**config.mk**
```make
export PLATFORM = sky130hd
export DESIGN_NAME = svm_ram
export DESIGN_NICKNAME = d
export VERILOG_FILES = /design/src/hw/rtl/svm_ram.sv
export SDC_FILE = /design/constraint.sdc
export NUM_CORES = 1
export LEC_CHECK = 0
export ABC_AREA = 0
export BUFFER_PORTS_ARGS = -buffer_cell sky130_fd_sc_hd__buf_4
export CORE_UTILIZATION = 65
export DETAILED_ROUTE_END_ITERATION = 16
export GPL_ROUTABILITY_DRIVEN = 0
export PLACE_DENSITY = 0.83
export SYNTH_ARGS = -nofsm -noshare
export SYNTH_HDL_FRONTEND = slang
export SYNTH_SLANG_ARGS = --single-unit
```
**constraint.sdc**
```tcl
create_clock -name clk -period 4.85 [get_ports clk]
set_clock_uncertainty 0.1 [all_clocks]
set_input_delay 0.97 -clock clk [delete_from_list [all_inputs] [get_ports clk]]
set_output_delay 0.97 -clock clk [all_outputs]
set_load 0.02 [all_outputs]
```
**src/hw/rtl/svm_ram.sv**
```systemverilog
// ----------------------------------------------------------------------------
// svm_ram : generic single-write, single-read RAM
// One write port and one read port, read data registered. No reset.
// ----------------------------------------------------------------------------
module svm_ram #(
	parameter int WIDTH = 16,
	parameter int DEPTH = 16,
	localparam int AW   = (DEPTH > 1) ? $clog2(DEPTH) : 1
) (
	input  logic             clk,
	input  logic             we,
	input  logic [AW-1:0]    waddr,
	input  logic [WIDTH-1:0] wdata,
	input  logic [AW-1:0]    raddr,
	output logic [WIDTH-1:0] rdata
);

	logic [WIDTH-1:0] mem_q [DEPTH];

	always_ff @(posedge clk) begin
		if (we) begin
			mem_q[waddr] <= wdata;
		end
		rdata <= mem_q[raddr];
	end

endmodule

```
# After elaboration in Yosys (flattened, before gate mapping)
# Memories as Yosys holds them, arrays and structs flattened. A register that Yosys moved wholly into a read port is not among the register bits.
# Index checks and enable logic that the tools add are counted.
totals:
  regBits: 0
  mem_bits_rw: 256
  in_bits: 26
  out_inout_bits: 16
  word_cells: 3
  n_memories: 1
mem_list:
  columns: ["name", "words", "word_bits", "rd", "rd_clocked_by_memory_dff", "wr", "line_no", "source"]
  rows:
  - ["mem_q", 16, 16, 1, 1, 1, "18", "logic [WIDTH-1:0] mem_q [DEPTH];"]
classes:
  muxes: 2
op_table:
  columns: ["operator", "count"]
  rows:
  - ["two-way mux 1 bit", 2]

# Logic depth before layout (Yosys ltp)
depth:
  ltp_word: 2
  ltp_mapped: 5
  ltp_nobuf: 3

# Least setup slack after synthesis
# OpenSTA, ideal clock, no wires.
synth_path:
  path_kind: "input-to-reg"
  start: "input port waddr[2]"
  end: "memory mem_q[0][0], enable pin"
  setup_time_ns: 0.409
  arrival_ns: 2.616
  t_required_ns: 4.341
  path_slack_ns: 1.725
  stages: 2
  n_path_buf: 0
  cell_sequence: "or3b_2 -> nor3_1"
synth_rtl:
  columns: ["item", "line_no", "source"]
  rows:
  - ["start, declared", "12", "input logic [AW-1:0] waddr,"]
  - ["end, declared", "18", null]
# No word-level cell before the write port.

==> impl_metrics.py <==
metrics = {
    "run_status": {
        "status": "finished, final reports clean",
    },
    "global_route": {
        "gr-usage-met1_pct": 36.2,
        "overflow": 0,
        "use_met2_pct": 47.6,
        "grt_pass1_vias": 5109,
        "grt_util_met3_pct": 4.98,
        "grt_max_degree": 65,
        "antenna_found_initial": 0,
        "top_usage_layer": "met2",
        "grt_use_total_pct": 28.0,
        "grt_pass1_wl_mm": 31.4,
    },
    "run": {
        "cap_violations": 0,
    },
    "cells_and_area": {
        "diodes": 0,
        "syn_to_final_growth_pct": 14.8,
        "drive_above_1_share_pct": 32.5,
        "fin_area_um2": 11500,
        "final_nets": 521,
        "stdcell_count": 702,
    },
    "min_path": {
        "holdPathStages": 3,
        "min_to": "rdata[4]",
        "hold_start": "mem_q[15][4]",
        "hold_path.class": "reg -> reg",
    },
    "sta": {
        "layout_setup_ws_ns": 2.27,
        "tns_ns": 0,
        "fmax_mhz": 388,
        "grt_setup_unrepaired": "no",
        "worst_pin_slew_ns": 1.25,
        "setup_viol": 0,
        "whs_ns": 0.580,
        "slew_headroom_pct": 16.6,
        "min_period_ns": 2.58,
        "hold_viol": 0,
        "timing.final.crit_share_pct": 53.2,
        "drv_slew": 0,
    },
    "floorplanning": {
        "rows": 45,
        "die_y_um": 126,
        "core_area_um2": 15100,
        "design.die.area_um2": 16000,
        "initial_core_util_pct": 66.3,
        "ios": 42,
        "die_width_um": 126,
    },
    "routing": {
        "wl_per_cell_um": 29.9,
        "dr.first_iter.drc_count": 508,
        "drcViolationCount": 0,
        "drtPass1Iterations": 5,
        "viasPerCell": 6.81,
        "antenna_left": 0,
        "num_vias": 4780,
        "wl_mm": 21.0,
    },
    "placement": {
        "place_area_um2": 10600,
        "dp_cells": 655,
        "io_buffers": 41,
        "place_ws_ns": 1.69,
        "dp_hpwl_mm": 10.6,
    },
    "setup_path": {
        "r2r-end": "rdata[8]",
        "rr_worst_depth": 3,
        "worst_setup_path_end_kind": "flip-flop",
        "arrival_ns": 2.87,
        "path_class": "in -> reg",
        "start_kind": "input pin",
        "rrSetupSlack_ns": 3.39,
        "path_max_fanout": 40,
        "cp.required_ns": 5.14,
        "rr_startpoint": "mem_q[8][8]",
    },
    "logic_synthesis": {
        "yosysSeqAreaShare_pct": 79.7,
        "synthCells": 432,
        "ys_ff_latch": 272,
        "syn_area_um2": 10000,
        "synth_fp_nets": 458,
        "yosysWarningCount": 0,
        "synth.avg_cell_area_um2": 23.2,
        "synth.distinct_cells": 19,
    },
    "clock_network": {
        "cts_tree": "yes",
        "insertion_delay_ns": 0.52,
        "postCtsSetupRepairBufs": 0,
        "cts-root-buf": "clkbuf_16",
        "clock-sinks": 272,
        "cts_hold_buf": 0,
        "clk_pin_slew_ns": 0.06,
        "cts-buffers-inserted": 26,
        "htree_levels": 1,
        "ctsLongestPathBuffers": 3,
        "ctsResizeCount": 0,
    },
    "power": {
        "ir_worst_vdd_v": 0.000378,
        "p_per_area_nw_per_um2": 435,
        "p_leak_nw": 3.79,
    },
}
-- metrics by stage --
stage | total power, mW | util (%)
after floorplan | 2.84 | -
after global placement | 2.94 | 70.2
after detailed placement | 2.95 | 70.2
after CTS | 5.04 | 76.1
after global routing | 5.14 | 76.1
final | 5.01 | 76.1
-- state kept, by name, indices dropped and copies added (netlist names) --
signal,count
rdata,16
mem_q,256
-- worst max-delay path, cell delays in order --
cell and delay [ns]:
buf_4 0.59, buf_4 0.41, mux4_2 0.55, a22oi_1 0.25, nand2_1 0.09
-- metal layers --
metal | vias up | share of wire [%]
li1 | 1966 | -
met1 | 2488 | 37
met2 | 271 | 52
met3 | 55 | 7.7
met4 | 0 | 3.3
met5 | - | 0
-- synth_stat cells --
| library cell | n | area, µm² |
|---|---|---|
| or3b_2 | 1 | 8.76 |
| nor2b_1 | 2 | 12.5 |
| buf_6 | 4 | 45.0 |
| nand2b_1 | 2 | 12.5 |
| buf_1 | 3 | 11.3 |
| nand3_1 | 1 | 5.00 |
| nand2_1 | 17 | 63.8 |
| a22oi_1 | 32 | 240 |
| clkbuf_1 | 8 | 30.0 |
| edfxtp_1 | 256 | 7690 |
| and2_1 | 1 | 6.26 |
| nand3b_1 | 2 | 15.0 |
| nor2_1 | 13 | 48.8 |
| mux4_2 | 54 | 1220 |
| mux4_1 | 10 | 263 |
| buf_2 | 3 | 15.0 |
| nor3_1 | 4 | 20.0 |
| buf_4 | 3 | 22.5 |
| dfxtp_1 | 16 | 320 |
-- cell usage in the layout (no fill, tap or decap) --
master	instances
a22oi_1	32
and2_1	1
buf_4	56
bufinv_16	4
clkbuf_1	4
clkbuf_16	27
clkbuf_8	4
clkinv_1	3
clkinv_2	4
clkinvlp_4	1
dfxtp_1	16
edfxtp_1	256
mux4_1	10
mux4_2	54
nand2_1	17
nand2b_1	2
nand3_1	1
nand3b_1	2
nor2_1	1
nor2_2	12
nor2b_1	2
nor3_2	4
or3b_2	1
-- logic make-up after synthesis --
| family | Yosys count | share of synthesized area (%) |
|---|---|---|
| compound gates | 32 | 2.39 |
| flops | 272 | 79.7 |
| simple gates | 43 | 1.92 |
| buf+inv | 21 | 1.23 |
| mux | 64 | 14.7 |
-- power by group --
group          internal [mW]  switching [mW]  leakage [nW]
Clock                   1.29           0.825         0.443
Sequential              2.63          0.0190          2.45
Combinational          0.109           0.149         0.898
-- cell type report --
class | instances | area, µm²
Tap cell | 188 | 235
Clock inverter | 12 | 159
Sequential cell | 272 | 8010
Clock buffer | 35 | 746
Fill cell | 743 | 3620
Multi-Input combinational cell | 139 | 1960
Timing Repair Buffer | 56 | 420
-- worst max-delay path by stage --
stage,from,end,slack (ns)
4_1_cts,waddr[2],mem_q[2][7],2.23
5_1_grt,raddr[0],rdata[2],2.09
2_1_floorplan,waddr[2],mem_q[0][0],1.72
3_5_place_dp,raddr[0],rdata[2],1.69
6_report,raddr[0],rdata[2],2.27
3_3_place_gp,raddr[0],rdata[0],1.74
Note: power is estimated with default switching activity, not from simulation.
