==> src/hw/rtl/svm_pkg.sv <==
// ----------------------------------------------------------------------------
// svm_pkg : shared types, constants and microcode for the voice mixer
// Holds the opcode set, the control word layout, the control program and the
// saturating mix add used by the datapath.
// ----------------------------------------------------------------------------
package svm_pkg;

	localparam int VOICES_DEF      = 4;
	localparam int CLIPS_DEF       = 8;
	localparam int MAX_SAMPLES_DEF = 4096;

	localparam logic signed [15:0] SAMPLE_MAX = 16'sh7FFF; // 32767
	localparam logic signed [15:0] SAMPLE_MIN = 16'sh8000; // -32768

	typedef enum logic [1:0] {
		OP_LOAD    = 2'd0,
		OP_SETLEN  = 2'd1,
		OP_TRIGGER = 2'd2,
		OP_TICK    = 2'd3
	} op_t;

	// Control program step addresses
	typedef enum logic [2:0] {
		S_LOAD    = 3'd0,
		S_SETLEN  = 3'd1,
		S_TRIG_RD = 3'd2,
		S_TRIG_WR = 3'd3,
		S_TICK    = 3'd4,
		S_MIX     = 3'd5,
		S_OUT     = 3'd6
	} step_t;

	// Sequencing condition of a control word
	typedef enum logic [1:0] {
		COND_NEXT     = 2'd0, // fall through to the next step
		COND_DIS      = 2'd1, // jump when the mixer is disabled
		COND_MORE     = 2'd2, // jump while voices remain
		COND_WAIT_OUT = 2'd3  // hold while the result register is occupied
	} cond_t;

	typedef struct packed {
		logic  mem_we;     // write one clip sample
		logic  len_we;     // write one clip length
		logic  len_rd;     // read a clip length for trigger
		logic  voice_load; // commit a trigger to a voice
		logic  acc_clr;    // clear accumulator and voice counter
		logic  mem_rd;     // fetch the sample of the next voice
		logic  mix;        // accumulate and advance the current voice
		logic  out_load;   // load the result register
		cond_t cond;
		step_t target;
		logic  fin;        // last step of the item
	} ucode_t;

	typedef struct packed {
		logic enable;
		logic last_voice;
		logic out_full;
	} seq_flags_t;

	function automatic ucode_t ucode_rom(step_t s);
		ucode_t w;
		w        = '0;
		w.cond   = COND_NEXT;
		w.target = S_LOAD;
		unique case (s)
			S_LOAD: begin
				w.mem_we = 1'b1;
				w.fin    = 1'b1;
			end
			S_SETLEN: begin
				w.len_we = 1'b1;
				w.fin    = 1'b1;
			end
			S_TRIG_RD: begin
				w.len_rd = 1'b1;
			end
			S_TRIG_WR: begin
				w.voice_load = 1'b1;
				w.fin        = 1'b1;
			end
			S_TICK: begin
				w.acc_clr = 1'b1;
				w.mem_rd  = 1'b1;
				w.cond    = COND_DIS;
				w.target  = S_OUT;
			end
			S_MIX: begin
				w.mem_rd = 1'b1;
				w.mix    = 1'b1;
				w.cond   = COND_MORE;
				w.target = S_MIX;
			end
			S_OUT: begin
				w.out_load = 1'b1;
				w.cond     = COND_WAIT_OUT;
				w.fin      = 1'b1;
			end
			default: begin
				w.fin = 1'b1;
			end
		endcase
		return w;
	endfunction

	function automatic step_t entry_step(op_t op);
		step_t s;
		unique case (op)
			OP_LOAD:    s = S_LOAD;
			OP_SETLEN:  s = S_SETLEN;
			OP_TRIGGER: s = S_TRIG_RD;
			OP_TICK:    s = S_TICK;
			default:    s = S_LOAD;
		endcase
		return s;
	endfunction

	function automatic logic signed [15:0] sat_add(logic signed [15:0] a,
		logic signed [15:0] b);
		logic signed [16:0] s;
		logic signed [15:0] r;
		s = {a[15], a} + {b[15], b};
		if (s[16] != s[15]) begin
			r = s[16] ? SAMPLE_MIN : SAMPLE_MAX;
		end else begin
			r = s[15:0];
		end
		return r;
	endfunction

endpackage

==> src/hw/rtl/svm_seq.sv <==
// ----------------------------------------------------------------------------
// svm_seq : microcode sequencer of the voice mixer
// Step counter over the control program; dispatches on the opcode of an
// accepted item and emits one control word per cycle.
// ----------------------------------------------------------------------------
module svm_seq (
	input  logic               clk,
	input  logic               arst_n,
	input  logic               start,
	input  svm_pkg::op_t       opcode,
	input  svm_pkg::seq_flags_t flags,
	output logic               busy,
	output svm_pkg::ucode_t    ctrl
);
	import svm_pkg::*;

	logic   busy_q, busy_d;
	step_t  upc_q, upc_d;
	ucode_t word;
	logic   hold;
	step_t  upc_inc;

	assign word    = ucode_rom(upc_q);
	assign hold    = (word.cond == COND_WAIT_OUT) && flags.out_full;
	assign upc_inc = step_t'(3'(upc_q) + 3'd1);
	assign busy    = busy_q;

	// next step
	always_comb begin
		busy_d = busy_q;
		upc_d  = upc_q;
		if (!busy_q) begin
			if (start) begin
				busy_d = 1'b1;
				upc_d  = entry_step(opcode);
			end
		end else begin
			unique case (word.cond)
				COND_NEXT:     upc_d = upc_inc;
				COND_DIS:      upc_d = flags.enable ? upc_inc : word.target;
				COND_MORE:     upc_d = flags.last_voice ? upc_inc : word.target;
				COND_WAIT_OUT: upc_d = hold ? upc_q : upc_inc;
				default:       upc_d = upc_inc;
			endcase
			if (word.fin && !hold) begin
				busy_d = 1'b0;
			end
		end
	end

	// control word out
	always_comb begin
		ctrl = '0;
		if (busy_q) begin
			ctrl = word;
			if (hold) begin
				ctrl.out_load = 1'b0;
			end
		end
	end

	always_ff @(posedge clk or negedge arst_n) begin
		if (!arst_n) begin
			busy_q <= 1'b0;
			upc_q  <= S_LOAD;
		end else begin
			busy_q <= busy_d;
			upc_q  <= upc_d;
		end
	end

endmodule

==> config.mk <==
export PLATFORM = sky130hd
export DESIGN_NAME = svm_seq
export DESIGN_NICKNAME = d
export VERILOG_FILES = /design/src/hw/rtl/svm_pkg.sv /design/src/hw/rtl/svm_seq.sv
export SDC_FILE = /design/constraint.sdc
export NUM_CORES = 1
export LEC_CHECK = 0
export BUFFER_PORTS_ARGS = -buffer_cell sky130_fd_sc_hd__clkbuf_2
export CAP_MARGIN = 25
export CORE_AREA = 2 2 39 41
export DETAILED_ROUTE_END_ITERATION = 10
export DIE_AREA = 0 0 41 43
export PLACE_DENSITY = 0.74
export SETUP_SLACK_MARGIN = 0.1
export SYNTH_ARGS = -nofsm -noshare
export SYNTH_HDL_FRONTEND = slang
export SYNTH_SLANG_ARGS = --single-unit
export TNS_END_PERCENT = 1
==> constraint.sdc <==
create_clock -name clk -period 2 [get_ports clk]
set_input_delay 0.3 -clock clk [delete_from_list [all_inputs] [get_ports clk]]
set_output_delay 0.3 -clock clk [all_outputs]
set_load 0.01 [all_outputs]
**Yosys cells after proc, flatten, opt, wreduce, memory -nomap -nowiden**

Index checks and enable logic that the tools add are counted.

- Register bits after elaboration: 4
- Input port bits: 8
- Output and inout port bits: 15

- Add/sub/neg operators: 1
- Reduce and logical (&&, ||, !) cells: 10
- Mux-type cells: 23
- Equality and inequality tests: 13

Operators with widths:

| cell | count |
|---|---|
| $pmux 3 s4 | 2 |
| $mux 3 | 5 |
| $mux 14 | 1 |
| $mux 1 | 13 |
| $eq 3x3->1 const B | 3 |
| $eq 2x2->1 const B | 4 |
| $eq 3x2->1 const B | 2 |
| $pmux 2 s3 | 1 |
| $pmux 3 s2 | 1 |
| $eq 2x1->1 const B | 2 |
| $logic_not 2->1 | 2 |
| $add 3x1->3 const B | 1 |
| $eq 3x1->1 const B | 1 |
| $logic_not 3->1 | 1 |
| $ne 3x3->1 const B | 1 |
| $reduce_or 3->1 | 1 |
| $logic_and 1x1->1 | 2 |
| $reduce_and 2->1 | 1 |
| $reduce_bool 2->1 | 1 |
| $reduce_or 2->1 | 1 |
| $logic_not 1->1 | 1 |

**Longest topological paths before layout**

- Word-level depth: 8
- Gate-level depth with buffers: 6
- Mapped depth without buffers: 6

**Least setup slack after synthesis**

OpenSTA, ideal clock, no wires.

- Path type: register to register
- From: reg upc_q[1]
- To: reg upc_q[0]
- Clock period less this slack: 1465 ps
- Data required time: 1874 ps
- Path slack: 535 ps
- Path buffers: 0
- Cell stages (with the launch flop): 7
- Arrival time: 1339 ps
- Cells stage by stage: dfrtp_1 inv_1 ha_1 and4bb_1 nor3_2 o2111ai_1 o311a_1

- Cells in the longest elaborated chain, start to end: 6

Ends and longest elaborated chain:

| what | RTL line | RTL |
|---|---|---|
| from (decl) | svm_seq.sv:18 | `step_t upc_q, upc_d;` |
| from (signal assigned) | svm_seq.sv:68 | `upc_q <= upc_d;` |
| $eq 3x3->1 | svm_pkg.sv:66 | `unique case (s)` |
| $pmux 2 s3 | svm_pkg.sv:66 |  |
| $eq 2x2->1 | svm_seq.sv:24, svm_seq.sv:38 |  |
| $logic_and 1x1->1 | svm_seq.sv:24 | `assign hold = (word.cond == COND_WAIT_OUT) && flags.out_full;` |
| $ne 3x3->1 (no source line) | -- |  |
| $reduce_and 2->1 (no source line) | -- |  |

Parallel ways exist; a longest one is shown, timed or not.
A chain may end at the register's enable or synchronous reset.

==> results.toml <==
[run_status]
run_status = "finished, final reports clean"

[run]
drv_cap = 0

[placed_design]
placed_cell_area_sq_um = 598
dp_slack_ns = 0.341
hpwl_microns = 903
gp_congestion = 0.858
numPortBuffers = 22

[logic_synthesis]
synth_fa_ha_area_share_pct = 12.5
synth.distinct_cells = 31
synth-compound-area-share_pct = 18.5
post_synth.cell_area_avg_sq_um = 8.07
synth_top_family_by_area = "simple AND/OR/NAND/NOR gates"
synth-seq-cells = 4
synth-simple-area-share_pct = 38.8
synthMuxAreaShare_pct = 0
syn_nets = 75
synth_xor_xnor_area_share_pct = 0
synth-seq-area-share_pct = 20.0
postSynthCellCount = 62
yosysWarnings = 0
syn_area_sq_um = 500

[clock_network]
cts_tree = "built"
clkTransAtPathRegs_ns = 0.04
postCtsResizedCells = 0
clock_path_buffers = 2
clk_latency_ns = 0.23
h-tree-depth = 1
cts_root_buffer = "clkbuf_4"
cts.sinks = 4
cts-buffers-inserted = 3
cts_setup_buffers = 0

[pwr]
vdd_drop_max_v = 0.000739
powerDensity_nw_per_um2 = 1550
leakage_nw = 0.348

[sta]
max_freq_mhz = 571
grt_setup_unrepaired = "false"
tightest_slew_ns = 0.520
final-setup-viol-count = 0
final_hold_viol_count = 0
relSlewSlack_pct = 65.3
finalCriticalPeriod_ns = 1.75
setup_slack_ns = 0.250
fin_skew_ns = 0.00290
setup-tns-final_ns = 0
slew_violations = 0
finalCritPeriodShare_pct = 87.5

[die]
core_sq_um = 1380
row_count = 14
io_pins = 23
die-area_sq_um = 1760
die_w_microns = 41
die_y_microns = 43
start_util_pct = 36.2

[layout]
final_cell_area_sq_um = 631
final_util_pct = 45.6
fillers = 144
multiInputGateArea_sq_um = 349
antenna_cells = 0
synthToLayoutAreaGrowth_pct = 26.0
nNetsFinal = 98
ff_latch_area_sq_um = 100
drive_gt1_share_pct = 37.3

[detailed_routing]
wl_per_cell_microns = 11.7
drt_iter0_drc = 6
ant_nets = 0
drtPass1Iterations = 2
drc = 0
drt_wl_total_microns = 1160
vias_per_cell = 5.07
vias = 502

[critical_path]
critPathRequiredTime_ns = 1.70
critPathTopFamily = "flip-flops"
worstSetupPathType = "reg -> out"
critPathMaxFanout = 18
r2r-start = "upc_q[1]"
regToRegSetupSlack_ns = 0.33
ff2ff_path_depth = 6
cp_num_buf_inv = 1
cp-end-kind = "output port"
setup.worst_path.start_class = "flip-flop"
cp_data_arrival_time_ns = 1.45
cp_cell_sequence = "nand2_1, nor3b_1, clkbuf_2"
critPathMaxStageDelay_ns = 0.66
cp_slowest_cell = "dfrtp_1"
r2r-end = "upc_q[0]"

[grt]
grt_antenna_before_repair = 0
grt_pass1_wl_microns = 1920
grt_pass1_vias = 482
grt_max_degree = 19
grt_overflow = 0
grt.total_usage_pct = 16.1

[hold_path]
min_to = "busy"
hp-class = "in -> reg"
hold_start = "start"
hold_depth = 3
-- stage by stage --
step | cells | hold WS (ns) | power (mW)
detailed placement | 95 | 0.110 | 0.879
finish | 99 | 0.376 | 0.978
CTS | 99 | 0.369 | 0.987
floorplan | 62 | 0.00441 | 0.713
global placement | 95 | 0.110 | 0.865
global route | 99 | 0.387 | 1.08
-- cells by family after synthesis --
logic type                 after synthesis
adders and majority gates                5
AOI/OAI and AO/OA                       12
buffers and inverters                   10
DFF                                      4
and+or+nand+nor                         31
-- worst max path at each step --
stage	startpoint	to	slack, ns	cells after the start
after floorplan	upc_q[1]	upc_q[0]	0.54	6
after global routing	busy	ctrl[6]	0.10	3
after CTS	busy	ctrl[6]	0.25	3
after detailed placement	upc_q[1]	upc_q[0]	0.34	6
after global placement	upc_q[1]	upc_q[0]	0.37	6
final	busy	ctrl[6]	0.25	3
-- cell type report --
| cell class | instances | share of cell area, % |
|---|---|---|
| well taps | 16 | 3.17 |
| flip-flops and latches | 4 | 15.9 |
| clock buffers | 3 | 3.57 |
| multi-input cells | 48 | 55.4 |
| inverters | 5 | 2.98 |
| repair buffers | 23 | 19.0 |
-- power breakdown --
part | internal [mW] | total [mW] | switching [mW]
Clock | 0.0671 | 0.0994 | 0.0323
Combinational | 0.297 | 0.651 | 0.354
Sequential | 0.125 | 0.228 | 0.103
Total | 0.489 | 0.978 | 0.489
-- Yosys cell counts (all sizes together) --
library cell	number	area share, %
nor3b	1	1.5
o2111ai	1	1.8
dfrtp	4	20
clkbuf	1	1.0
nor3	1	2.0
nand3b	1	1.5
and2	5	6.5
nand4b	2	3.5
and4bb	2	5.0
buf	4	5.5
nor2	6	4.5
and2b	1	1.5
o311a	1	2.0
nor2b	2	2.5
o211a	1	2.0
a21o	1	1.5
inv	5	3.8
nand3	1	1.0
ha	5	13
a21oi	4	4.7
o22ai	2	3.8
and3	3	4.2
nand2	5	3.8
o21ai	1	1.0
a311oi	1	1.8
nand2b	1	1.3
-- timing repair --
action                                  in CTS  in global routing
endpoints found under the setup margin       0                  0
hold buffers                                 1                  0
hold endpoints to repair                     4                  0
-- layer usage --
metal | GRT usage (%) | routed length [microns]
met1 | 18.7 | 534
met2 | 24.4 | 558
met4 | 10.7 | 0
met3 | 4.19 | 65
met5 | 0 | 0
-- cells in the final DEF, fill, tap and decap left out --
| cell type | n |
|---|---|
| nor3b_1 | 1 |
| nor3_2 | 1 |
| a21oi_1 | 3 |
| clkbuf_2 | 22 |
| a311oi_1 | 1 |
| nand3b_1 | 1 |
| and2_1 | 4 |
| dfrtp_1 | 4 |
| and2b_1 | 1 |
| o22ai_2 | 1 |
| a21oi_2 | 1 |
| clkbuf_4 | 3 |
| o22ai_1 | 1 |
| o211a_1 | 1 |
| nand4b_1 | 2 |
| nand2b_1 | 1 |
| nor2_1 | 6 |
| and4bb_1 | 2 |
| and2_2 | 1 |
| nand2_1 | 5 |
| nor2b_1 | 2 |
| o2111ai_1 | 1 |
| o21ai_1 | 1 |
| inv_1 | 5 |
| and3_2 | 2 |
| ha_1 | 5 |
| nand3_1 | 1 |
| and3_1 | 1 |
| dlygate4sd3_1 | 1 |
| a21o_1 | 1 |
| o311a_1 | 1 |
-- sequential cells by signal, summed over array words and instances, names as in the netlist --
name	cells
upc_q	3
busy	1
-- worst min-delay path, delay by kind of cell --
| family | cells | cell delay, ns |
|---|---|---|
| compound gates | 1 | 0.05 |
| buf+inv | 1 | 0.12 |
| simple gates | 1 | 0.09 |
Note: power is estimated with default switching activity, not from simulation.
